[src/design/ole_pkg.sv]
// Shared types and codes for the ordered list engine.
`timescale 1ns / 1ps
`default_nettype none
package ole_pkg;

  // Wide enough for any index or count up to the largest supported depth.
  localparam int CTL_W = 7;

  // Request codes
  localparam logic [2:0] REQ_INS_FRONT = 3'd0;
  localparam logic [2:0] REQ_INS_BACK  = 3'd1;
  localparam logic [2:0] REQ_INS_IDX   = 3'd2;
  localparam logic [2:0] REQ_DEL_FRONT = 3'd3;
  localparam logic [2:0] REQ_DEL_BACK  = 3'd4;
  localparam logic [2:0] REQ_DEL_POS   = 3'd5;
  localparam logic [2:0] REQ_SEARCH    = 3'd6;
  localparam logic [2:0] REQ_DUMP      = 3'd7;

  // Status codes
  localparam logic [2:0] ST_OK       = 3'd0;
  localparam logic [2:0] ST_EMPTY    = 3'd1;
  localparam logic [2:0] ST_RANGE    = 3'd2;
  localparam logic [2:0] ST_FULL     = 3'd3;
  localparam logic [2:0] ST_NOTFOUND = 3'd4;

  // Cell operations
  localparam logic [1:0] OP_HOLD = 2'd0;
  localparam logic [1:0] OP_INS  = 2'd1;
  localparam logic [1:0] OP_DEL  = 2'd2;
  localparam logic [1:0] OP_ROT  = 2'd3;

  typedef struct packed {
    logic [1:0]       op;
    logic [CTL_W-1:0] idx;
    logic [CTL_W-1:0] cnt;
  } cell_ctl_t;

endpackage
`default_nettype wire

[src/design/ole_cell.sv]
// One storage cell of the list chain: hold, load, or take a neighbor's or the front cell's entry.
`timescale 1ns / 1ps
`default_nettype none
module ole_cell #(
  parameter int IDX = 0
) (
  input  wire                  clk,
  input  ole_pkg::cell_ctl_t   ctl,
  input  wire signed [31:0]    value,
  input  wire signed [31:0]    left,
  input  wire signed [31:0]    right,
  input  wire signed [31:0]    head,
  output logic signed [31:0]   data
);
  import ole_pkg::*;

  localparam logic [CTL_W-1:0] MY     = CTL_W'(IDX);
  localparam logic [CTL_W-1:0] MY_INC = CTL_W'(IDX + 1);

  logic signed [31:0] data_next;

  always_comb begin
    data_next = data;
    case (ctl.op)
      OP_INS: begin
        if (MY == ctl.idx) begin
          data_next = value;
        end else if (MY > ctl.idx && MY <= ctl.cnt) begin
          data_next = left;
        end
      end
      OP_DEL: begin
        if (MY >= ctl.idx) begin
          data_next = right;
        end
      end
      OP_ROT: begin
        // the last valid entry wraps around to take the front
        if (MY_INC == ctl.cnt) begin
          data_next = head;
        end else if (MY_INC < ctl.cnt) begin
          data_next = right;
        end
      end
      default: data_next = data;
    endcase
  end

  always_ff @(posedge clk) begin
    data <= data_next;
  end

endmodule
`default_nettype wire

[src/design/ordered_list_engine_top.sv]
// Top level of the ordered list engine: control, entry count and cell chain.
`timescale 1ns / 1ps
`default_nettype none
// Bounded ordered list of signed 32-bit values held in a chain of DEPTH cells.
// Inserts and deletes shift the cells behind the affected place in the
// accepting cycle and give one result. Search and dump rotate the valid
// entries through the front cell, one entry per cycle while the output
// register is free, and take one rotation step per entry (none on an empty
// list). A dump emits one result per rotation step and pauses while its
// output register is not taken. A new request is taken once the previous
// one has finished and the output register is free or being read out.
module ordered_list_engine_top #(
  parameter int DEPTH = 16
) (
  input  wire                clk,
  input  wire                rst,
  input  wire                in_valid,
  output logic               in_ready,
  input  wire  [2:0]         req_type,
  input  wire  signed [31:0] value,
  input  wire  [4:0]         position,
  output logic               out_valid,
  input  wire                out_ready,
  output logic [2:0]         status,
  output logic [4:0]         found_position,
  output logic signed [31:0] element,
  output logic [4:0]         entry_count,
  output logic               last
);
  import ole_pkg::*;

  localparam int CW = $clog2(DEPTH + 1);
  localparam logic [CTL_W-1:0] DEPTH_C = CTL_W'(DEPTH);

  localparam logic [1:0] S_IDLE   = 2'd0;
  localparam logic [1:0] S_DUMP   = 2'd1;
  localparam logic [1:0] S_SEARCH = 2'd2;

  logic [1:0]         state, state_next;
  logic [CW-1:0]      count, count_next;
  logic [CW-1:0]      rc, rc_next;
  logic               found, found_next;
  logic [CW-1:0]      fpos, fpos_next;
  logic signed [31:0] key, key_next;

  logic               out_load;
  logic [2:0]         o_status;
  logic [4:0]         o_fpos;
  logic signed [31:0] o_elem;
  logic               o_last;

  cell_ctl_t          ctl;
  logic signed [31:0] cells [DEPTH];

  logic               accept, out_free, step, rot_last, hit;
  logic [CTL_W-1:0]   cx, px, ins_idx;
  logic [CW-1:0]      rc_inc;

  assign out_free = !out_valid || out_ready;
  assign in_ready = (state == S_IDLE) && out_free;
  assign accept   = in_valid && in_ready;
  assign step     = (state != S_IDLE) && out_free;
  assign cx       = CTL_W'(count);
  assign px       = CTL_W'(position);
  assign rc_inc   = rc + 1'b1;
  assign rot_last = (rc_inc == count);
  assign hit      = (cells[0] == key);

  always_comb begin
    case (req_type)
      REQ_INS_FRONT: ins_idx = '0;
      REQ_INS_BACK:  ins_idx = cx;
      default:       ins_idx = px;
    endcase
  end

  always_comb begin
    state_next = state;
    count_next = count;
    rc_next    = rc;
    found_next = found;
    fpos_next  = fpos;
    key_next   = key;
    ctl.op     = OP_HOLD;
    ctl.idx    = '0;
    ctl.cnt    = cx;
    out_load   = 1'b0;
    o_status   = ST_OK;
    o_fpos     = '0;
    o_elem     = '0;
    o_last     = 1'b1;

    if (accept) begin
      out_load = 1'b1;
      case (req_type)
        REQ_INS_FRONT, REQ_INS_BACK, REQ_INS_IDX: begin
          if (cx == DEPTH_C) begin
            o_status = ST_FULL;
          end else if (ins_idx > cx) begin
            o_status = ST_RANGE;
          end else begin
            ctl.op     = OP_INS;
            ctl.idx    = ins_idx;
            count_next = count + 1'b1;
          end
        end
        REQ_DEL_FRONT, REQ_DEL_BACK, REQ_DEL_POS: begin
          if (count == '0) begin
            o_status = ST_EMPTY;
          end else if (req_type == REQ_DEL_POS && (px == '0 || px > cx)) begin
            o_status = ST_RANGE;
          end else begin
            ctl.op = OP_DEL;
            if (req_type == REQ_DEL_FRONT) begin
              ctl.idx = '0;
            end else if (req_type == REQ_DEL_BACK) begin
              ctl.idx = cx - 1'b1;
            end else begin
              ctl.idx = px - 1'b1;
            end
            count_next = count - 1'b1;
          end
        end
        REQ_SEARCH: begin
          if (count == '0) begin
            o_status = ST_NOTFOUND;
          end else begin
            out_load   = 1'b0;
            state_next = S_SEARCH;
            key_next   = value;
            found_next = 1'b0;
            fpos_next  = '0;
            rc_next    = '0;
          end
        end
        default: begin
          if (count == '0) begin
            o_status = ST_EMPTY;
          end else begin
            out_load   = 1'b0;
            state_next = S_DUMP;
            rc_next    = '0;
          end
        end
      endcase
    end else if (step) begin
      // rotate one entry through the front cell
      ctl.op  = OP_ROT;
      rc_next = rc_inc;
      if (state == S_DUMP) begin
        out_load = 1'b1;
        o_elem   = cells[0];
        o_last   = rot_last;
      end else begin
        if (hit && !found) begin
          found_next = 1'b1;
          fpos_next  = rc_inc;
        end
        if (rot_last) begin
          out_load = 1'b1;
          if (found) begin
            o_fpos = 5'(fpos);
          end else if (hit) begin
            o_fpos = 5'(rc_inc);
          end else begin
            o_status = ST_NOTFOUND;
          end
        end
      end
      if (rot_last) begin
        state_next = S_IDLE;
      end
    end
  end

  always_ff @(posedge clk) begin
    if (rst) begin
      state     <= S_IDLE;
      count     <= '0;
      rc        <= '0;
      found     <= 1'b0;
      out_valid <= 1'b0;
    end else begin
      state <= state_next;
      count <= count_next;
      rc    <= rc_next;
      found <= found_next;
      if (out_load) begin
        out_valid <= 1'b1;
      end else if (out_ready) begin
        out_valid <= 1'b0;
      end
    end
  end

  always_ff @(posedge clk) begin
    fpos <= fpos_next;
    key  <= key_next;
    if (out_load) begin
      status         <= o_status;
      found_position <= o_fpos;
      element        <= o_elem;
      entry_count    <= 5'(count_next);
      last           <= o_last;
    end
  end

  for (genvar i = 0; i < DEPTH; i++) begin : g_cell
    logic signed [31:0] left_d, right_d;
    if (i == 0) begin : g_first
      assign left_d = value;
    end else begin : g_mid
      assign left_d = cells[i-1];
    end
    if (i == DEPTH - 1) begin : g_end
      assign right_d = cells[i];
    end else begin : g_inner
      assign right_d = cells[i+1];
    end
    ole_cell #(
      .IDX(i)
    ) u_cell (
      .clk  (clk),
      .ctl  (ctl),
      .value(value),
      .left (left_d),
      .right(right_d),
      .head (cells[0]),
      .data (cells[i])
    );
  end

  a_count_bound: assert property (@(posedge clk) disable iff (rst)
    CTL_W'(count) <= DEPTH_C)
    else $error("entry count above depth");

  a_ready_idle: assert property (@(posedge clk) disable iff (rst)
    in_ready |-> state == S_IDLE)
    else $error("request taken while a rotation runs");

  a_rot_nonempty: assert property (@(posedge clk) disable iff (rst)
    state != S_IDLE |-> (count != '0 && rc < count))
    else $error("rotation step outside the valid entries");

  a_count_frozen: assert property (@(posedge clk) disable iff (rst)
    state != S_IDLE |=> $stable(count))
    else $error("entry count changed during a rotation");

endmodule
`default_nettype wire
[config.mk]
export PLATFORM = sky130hd
export DESIGN_NAME = ordered_list_engine_top
export DESIGN_NICKNAME = d
export VERILOG_FILES = /design/src/design/ole_pkg.sv /design/src/design/ole_cell.sv /design/src/design/ordered_list_engine_top.sv
export SDC_FILE = /design/constraint.sdc
export NUM_CORES = 2
export LEC_CHECK = 0
export BUFFER_PORTS_ARGS = -buffer_cell sky130_fd_sc_hd__buf_4
export CORE_MARGIN = 1
export CORE_UTILIZATION = 33
export CTS_BUF_LIST = sky130_fd_sc_hd__clkbuf_4 sky130_fd_sc_hd__clkbuf_8 sky130_fd_sc_hd__clkbuf_16
export CTS_CLUSTER_SIZE = 14
export DETAILED_ROUTE_END_ITERATION = 10
export GPL_TIMING_DRIVEN = 0
export PLACE_DENSITY = 0.59
export SLEW_MARGIN = 20
export SYNTH_ARGS = -nofsm -noshare
export SYNTH_HDL_FRONTEND = slang
export SYNTH_SLANG_ARGS = --single-unit
[constraint.sdc]
create_clock -name clk -period 6.9 [get_ports clk]
set_clock_uncertainty 0.2 [all_clocks]
set_input_delay 0.69 -clock clk [delete_from_list [all_inputs] [get_ports clk]]
set_output_delay 0.69 -clock clk [all_outputs]
set_load 0.02 [all_outputs]
# Word level (Yosys, flattened, before mapping)
# Cells that the tools add are included.
dict set report totals {
  regBits 609
  input_bits 44
  output_inout_bits 48
  wordCells 414
}
dict set report classes {
  addsub 5
  n_lt_le_gt_ge 64
  n_eq_ne 96
  mux 155
  n_bitwise 4
  reduce_logical 62
}
# op n
set op_table {}
lappend op_table {{32-bit 2-to-1 mux} 78}
lappend op_table {{32-bit one-hot mux with 3 select lines} 15}
lappend op_table {{3-bit by 1-bit inequality test with 1-bit output, second input constant} 30}
lappend op_table {{5-bit 2-to-1 mux} 16}
lappend op_table {{32-bit one-hot mux with 2 select lines} 1}
lappend op_table {{4-bit AND reduction} 15}
lappend op_table {{4-bit by 7-bit == test with 1-bit output, first input constant} 8}
lappend op_table {{4-bit by 7-bit > comparator with 1-bit output, first input constant} 8}
lappend op_table {{4-bit by 7-bit greater-or-equal comparator with 1-bit output, first input constant} 7}
lappend op_table {{4-bit by 5-bit == test with 1-bit output, first input constant} 8}
lappend op_table {{4-bit by 5-bit less-or-equal comparator with 1-bit output, first input constant} 8}
lappend op_table {{4-bit by 5-bit less-than comparator with 1-bit output, first input constant} 8}
lappend op_table {{2-bit by 1-bit inequality test with 1-bit output, second input constant} 18}
lappend op_table {{32-bit == test} 1}
lappend op_table {{3-bit by 7-bit == test with 1-bit output, first input constant} 4}
lappend op_table {{3-bit by 7-bit greater-or-equal comparator with 1-bit output, first input constant} 4}
lappend op_table {{3-bit by 7-bit > comparator with 1-bit output, first input constant} 4}
lappend op_table {{2-bit 2-to-1 mux} 11}
lappend op_table {{1-bit logical AND} 21}
lappend op_table {{3-bit 2-to-1 mux} 7}
lappend op_table {{7-bit 2-to-1 mux} 3}
lappend op_table {{3-bit by 5-bit == test with 1-bit output, first input constant} 4}
lappend op_table {{3-bit by 5-bit less-or-equal comparator with 1-bit output, first input constant} 4}
lappend op_table {{3-bit by 5-bit less-than comparator with 1-bit output, first input constant} 4}
lappend op_table {{other kinds (47)} 99}

# Longest topological paths before layout
dict set report logic_depth {
  ltp_word 12
  ltp_mapped 17
  mapped_depth_nobuf 13
}

# By module
# A second synthesis with hierarchy kept.
dict set report unflattened {
  hier_cells 3549
  hier_area_um2 41434.7
}
# mod n_inst cells_each area_per_inst_um2
set by_module_without_submodules {}
lappend by_module_without_submodules {ordered_list_engine_top 1 402 4827.1}
lappend by_module_without_submodules {{ole_cell (g_cell[0].u_cell)} 1 280 2767.7}
lappend by_module_without_submodules {{ole_cell (g_cell[7].u_cell)} 1 244 2712.6}
lappend by_module_without_submodules {{ole_cell (g_cell[3].u_cell)} 1 246 2432.3}
lappend by_module_without_submodules {{ole_cell (g_cell[2].u_cell)} 1 237 2371.0}
lappend by_module_without_submodules {{ole_cell (g_cell[15].u_cell)} 1 245 2366.0}
lappend by_module_without_submodules {{ole_cell (g_cell[12].u_cell)} 1 196 2324.7}
lappend by_module_without_submodules {{ole_cell (g_cell[13].u_cell)} 1 194 2297.2}
lappend by_module_without_submodules {{ole_cell (g_cell[4].u_cell)} 1 196 2258.4}
lappend by_module_without_submodules {{ole_cell (g_cell[9].u_cell)} 1 195 2237.1}
lappend by_module_without_submodules {{ole_cell (g_cell[6].u_cell)} 1 195 2169.6}
lappend by_module_without_submodules {{ole_cell (g_cell[10].u_cell)} 1 155 2153.3}
lappend by_module_without_submodules {{ole_cell (g_cell[1].u_cell)} 1 152 2113.3}
lappend by_module_without_submodules {{ole_cell (g_cell[14].u_cell)} 1 154 2108.3}
lappend by_module_without_submodules {{3 more rows} -- -- --}

# Worst setup path before layout
# No wires, ideal clock.
dict set report synth_timing {
  path_type {input -> register}
  start {input req_type[2]}
  end {register g_cell[2].u_cell.data[0], enable pin}
  arrival_time_ns 6.043
  t_required_ns 6.226
  setup_slack_ns 0.183
  path_stages 13
  path_buffers 2
  path_cell_list {or2_0 clkbuf_1 o21ai_0 ha_1 nand2_1 mux2i_1 a21oi_1 nor2_1 a31oi_4 a21boi_4 nand3_1 buf_2 a221oi_1}
}
dict set report synth_between {
  elab_chain_cells 11
}
# item line_no
set synth_rtl {}
lappend synth_rtl {{from (decl)} ordered_list_engine_top.sv:19} ;# input wire [2:0] req_type,
lappend synth_rtl {{3-bit by 1-bit == test with 1-bit output, or another cell as far along} {ordered_list_engine_top.sv:70, ordered_list_engine_top.sv:95}}
lappend synth_rtl {{5-bit one-hot mux with 2 select lines or 7-bit 2-to-1 mux (tied branches)} {ordered_list_engine_top.sv:70, ordered_list_engine_top.sv:116}}
lappend synth_rtl {{7-bit by 5-bit > comparator with 1-bit output or 7-bit 2-to-1 mux (tied branches)} {ordered_list_engine_top.sv:99, ordered_list_engine_top.sv:114}}
lappend synth_rtl {{8-bit 2-to-1 mux or 9-bit 2-to-1 mux (tied branches)} {ordered_list_engine_top.sv:99, ordered_list_engine_top.sv:110}}
lappend synth_rtl {{8-bit 2-to-1 mux or 9-bit 2-to-1 mux (tied branches)} {ordered_list_engine_top.sv:97, ordered_list_engine_top.sv:108}}
lappend synth_rtl {{9-bit one-hot mux with 2 select lines *} ordered_list_engine_top.sv:95} ;# case (req_type)
lappend synth_rtl {{7-bit 2-to-1 mux} ordered_list_engine_top.sv:93} ;# if (accept) begin
lappend synth_rtl {{2-bit by 7-bit > comparator with 1-bit output} ole_cell.sv:28} ;# end else if (MY > ctl.idx && MY <= ctl.cnt) begin
lappend synth_rtl {{1-bit logical AND} ole_cell.sv:28}
lappend synth_rtl {{3-bit by 1-bit inequality test with 1-bit output (no line)} --}
lappend synth_rtl {{4-bit AND reduction (no line) *} --}
lappend synth_rtl {{to (signal assigned)} ole_cell.sv:50} ;# data <= data_next;
lappend synth_rtl {{to (decl)} ole_cell.sv:13} ;# output logic signed [31:0] data
# Mark *: on every way between the ends. The rest lies on a longest branch, timed or not.
# A chain may end at the register's enable or synchronous reset.

# Worst setup path after layout
dict set report layout_timing {
  start {register count[1]}
  end {register g_cell[2].u_cell.data[19], enable pin}
}
dict set report layout_between {
  elab_chain_cells 11
}
# item line_no
set layout_rtl {}
lappend layout_rtl {{from (decl)} ordered_list_engine_top.sv:40} ;# logic [CW-1:0] count, count_next;
lappend layout_rtl {{from (signal assigned)} ordered_list_engine_top.sv:185} ;# count <= count_next;
lappend layout_rtl {{5-bit by 1-bit subtractor with 6-bit output or 5-bit > comparator (tied branches)} {ordered_list_engine_top.sv:117, ordered_list_engine_top.sv:110}}
lappend layout_rtl {{7-bit 2-to-1 mux or 1-bit logical OR (tied branches)} {ordered_list_engine_top.sv:116, ordered_list_engine_top.sv:110}}
lappend layout_rtl {{7-bit 2-to-1 mux or 1-bit logical AND (tied branches)} {ordered_list_engine_top.sv:114, ordered_list_engine_top.sv:110}}
lappend layout_rtl {{9-bit 2-to-1 mux} ordered_list_engine_top.sv:110} ;# end else if (req_type == REQ_DEL_POS && (px == '0 || px > cx)) begin
lappend layout_rtl {{9-bit 2-to-1 mux} ordered_list_engine_top.sv:108} ;# if (count == '0) begin
lappend layout_rtl {{9-bit one-hot mux with 2 select lines} ordered_list_engine_top.sv:95}
lappend layout_rtl {{7-bit 2-to-1 mux} ordered_list_engine_top.sv:93}
lappend layout_rtl {{2-bit by 7-bit > comparator with 1-bit output} ole_cell.sv:28}
lappend layout_rtl {{1-bit logical AND} ole_cell.sv:28}
lappend layout_rtl {{3-bit by 1-bit inequality test with 1-bit output (no line)} --}
lappend layout_rtl {{4-bit AND reduction (no line) *} --}
# Marked as above.

==> flow_summary.toml <==
[die]
ios = 92
die_area_um2 = 102000
fp.dieH_um = 319
fp.coreArea_um2 = 100000
start_util_pct = 33.3
core.rowCount = 116
die-width_um = 319

[worst_setup_path]
cp-start-kind = "register"
cp.required_ns = 7.03
critPathMaxFanout = 11
arrival_ns = 6.81
critical_path_class = "reg -> reg"
endpoint_kind = "register"

[logic_synthesis]
ys_warn_count = 0
yosysMostFrequentCell = "edfxtp_1"
synth_commonest_cells = "edfxtp_1 (595), a22oi_1 (417), mux2i_1 (354), o21ai_0 (233), clkbuf_1 (229)"
synth_top_area_cell = "edfxtp_1"
syn_inst = 2938
synth_area_leaders = "edfxtp_1 (54%), mux2i_1 (11%), a22oi_1 (9.4%)"
synth_area_um2 = 33300
synth_edf_count = 595
ys_types = 74
synth_ff_type = "edfxtp_1"
postSynthAreaPerCell_um2 = 11.3
synth_seq_area_share_pct = 54.6
synth-async-reset-ratio_pct = 0
synth_top_area_share_pct = 53.7
ys_seq_elements = 609
syn_nets = 2999

[sta]
slew_violations = 0
rsz0062_at_grt = "false"
max_freq_mhz = 150
finalWorstSetupSlack_ns = 0.217
post-route-period-util_pct = 96.9
min_period_ns = 6.68
tightest_slew_ns = 1.40
hold_slack_ns = 0.0525
setup_viol = 0
hold_violations = 0
relSlewSlack_pct = 6.77

[route]
drc = 0
avgViaCountPerCell = 6.88
drtIter0Drc = 6198
wl_per_cell_um = 37.9
route.vias.total = 31000
ant_nets = 0
routed_wl_um = 171000
drt_first_pass_iters = 11

[global_route]
gr-total-overflow = 0
gr-usage-all-layers_pct = 32.3
grt_pass1_wl_um = 230000
grt_max_degree = 33
grt_pass1_vias = 28700
antenna_found_initial = 11

[clock_network]
hold_buffers = 0
cts_setup_buffers = 0
cts.sinks = 609
numCtsBuffers = 71
tritoncts = "done"
cts-resized-gates = 0
clk_latency_ns = 0.65
clockRootBuffer = "clkbuf_16"
h-tree-depth = 3
path_clk_slew_ns = 0.06
clk_path_buf_depth = 3

[hold_path]
hp-class = "in -> reg"

[flow_run]
max-cap-violations = 0

[layout]
synthToLayoutAreaGrowth_pct = 16.8
nNetsFinal = 3204
layout.cells.non_filler = 4502
nFillCells = 9757
layout-drive-gt1-share_pct = 13.1

[place]
dp_hpwl_um = 117000
place_congestion = 1.09
dp_slack_ns = 0.128
dp_cells = 4368
port-buffer-count = 91

[power]
p_total_mw = 10.9
power.density_nw_per_um2 = 282
leakage_nw = 13.8
vdd_drop_max_mv = 0.190

[outcome]
status = "complete, no violations"
## power by group
group	switching (mW)	internal, mW
sequential	0.190	4.63
combinational	1.63	0.631
clock	1.70	2.17
total	3.52	7.43
## cells by family after synthesis
group                    Yosys count  synth area share [%]
adder cells (fa/ha/maj)           17                 0.639
AO/OA/AOI/OAI                   1029                  20.4
buffers and inverters            341                  4.40
multiplexers                     354                  10.7
XOR/XNOR                          46                  1.21
AND/OR/NAND/NOR                  542                  8.10
flip-flops                       609                  54.6
## critical path, cell delays in order (launching register included)
cell,delay (ns)
dfxtp_1,0.36
clkbuf_1,0.39
nand2_1,0.10
o21ai_0,0.52
ha_1,0.36
nand3_1,0.08
mux2i_1,0.07
a21oi_1,0.52
nor2_1,0.41
a31oi_4,0.37
a21boi_4,0.38
nand3_1,0.86
buf_2,0.59
a221oi_4,0.66
buf_8,0.25
buf_6,0.21
## cell type report
class | count | area [um2] | share of cell area [%]
diodes | 7 | 17.5 | 0.0451
flip-flops and latches | 609 | 18100 | 46.7
clock inverters | 38 | 339 | 0.873
multi-input cells | 1988 | 13900 | 35.8
clock buffers | 89 | 1950 | 5.01
well taps | 1298 | 1620 | 4.18
repair buffers | 132 | 1340 | 3.46
plain buffers | 332 | 1480 | 3.80
inverters | 9 | 33.8 | 0.0870
## sequential cells by signal, indices dropped and copies added (netlist names), 3 cells and up
name                flops
count                   5
element                32
entry_count             5
found_position          5
fpos                    5
g_cell.u_cell.data    512
key                    32
rc                      5
status                  3
## worst paths after layout
kind	from	depth (start not counted)	end	slack [ns]
setup / recovery	count[1]$_SDFF_PP0_	15	g_cell[2].u_cell.data[19]$_DFFE_PP_	0.22
hold / removal	value[8]	1	key[8]$_DFFE_PP_	0.05
setup reg to reg	count[1]$_SDFF_PP0_	15	g_cell[2].u_cell.data[19]$_DFFE_PP_	0.22
hold reg to reg	rc[1]$_SDFFE_PP0P_	2	rc[1]$_SDFFE_PP0P_	0.28
## cells in the final DEF (no fill, tap or decap), types with 17 or more instances in the layout
cell type | netlist | routed
edfxtp_1 | 595 | 595
buf_2 | 70 | 71
nand3_1 | 118 | 117
ha_1 | 17 | 17
clkbuf_2 | 0 | 36
xnor2_1 | 42 | 42
a221o_1 | 33 | 32
nor3_1 | 28 | 25
nand2_1 | 191 | 191
a22oi_1 | 417 | 417
and2_1 | 38 | 38
o21ai_1 | 159 | 157
o211ai_1 | 100 | 100
clkbuf_1 | 229 | 193
mux2i_1 | 354 | 354
a21oi_1 | 37 | 34
buf_6 | 3 | 19
buf_4 | 11 | 105
clkbuf_16 | 0 | 73
o21ai_0 | 233 | 232
nor2b_1 | 43 | 43
nor2_1 | 55 | 53
## through the flow
step / TNS, ns / instance area (um2) / utilization [%]
after floorplan: 0 / 33300 / -
after global placement: -1059.60 / 35600 / 35.6
after detailed placement: 0 / 36500 / 36.5
after CTS: 0 / 38800 / 38.8
after global routing: 0 / 38800 / 38.8
final: 0 / 38800 / 38.8
## metal layers
metal	global-route usage, %	share of wire, %	routed length, um
met3	14.8	17	28400
met1	40.2	35	60600
met5	1.18	0.14	243
met2	44.5	40	67700
met4	21.2	8.1	13800
Power figures use the tool's default switching activity.
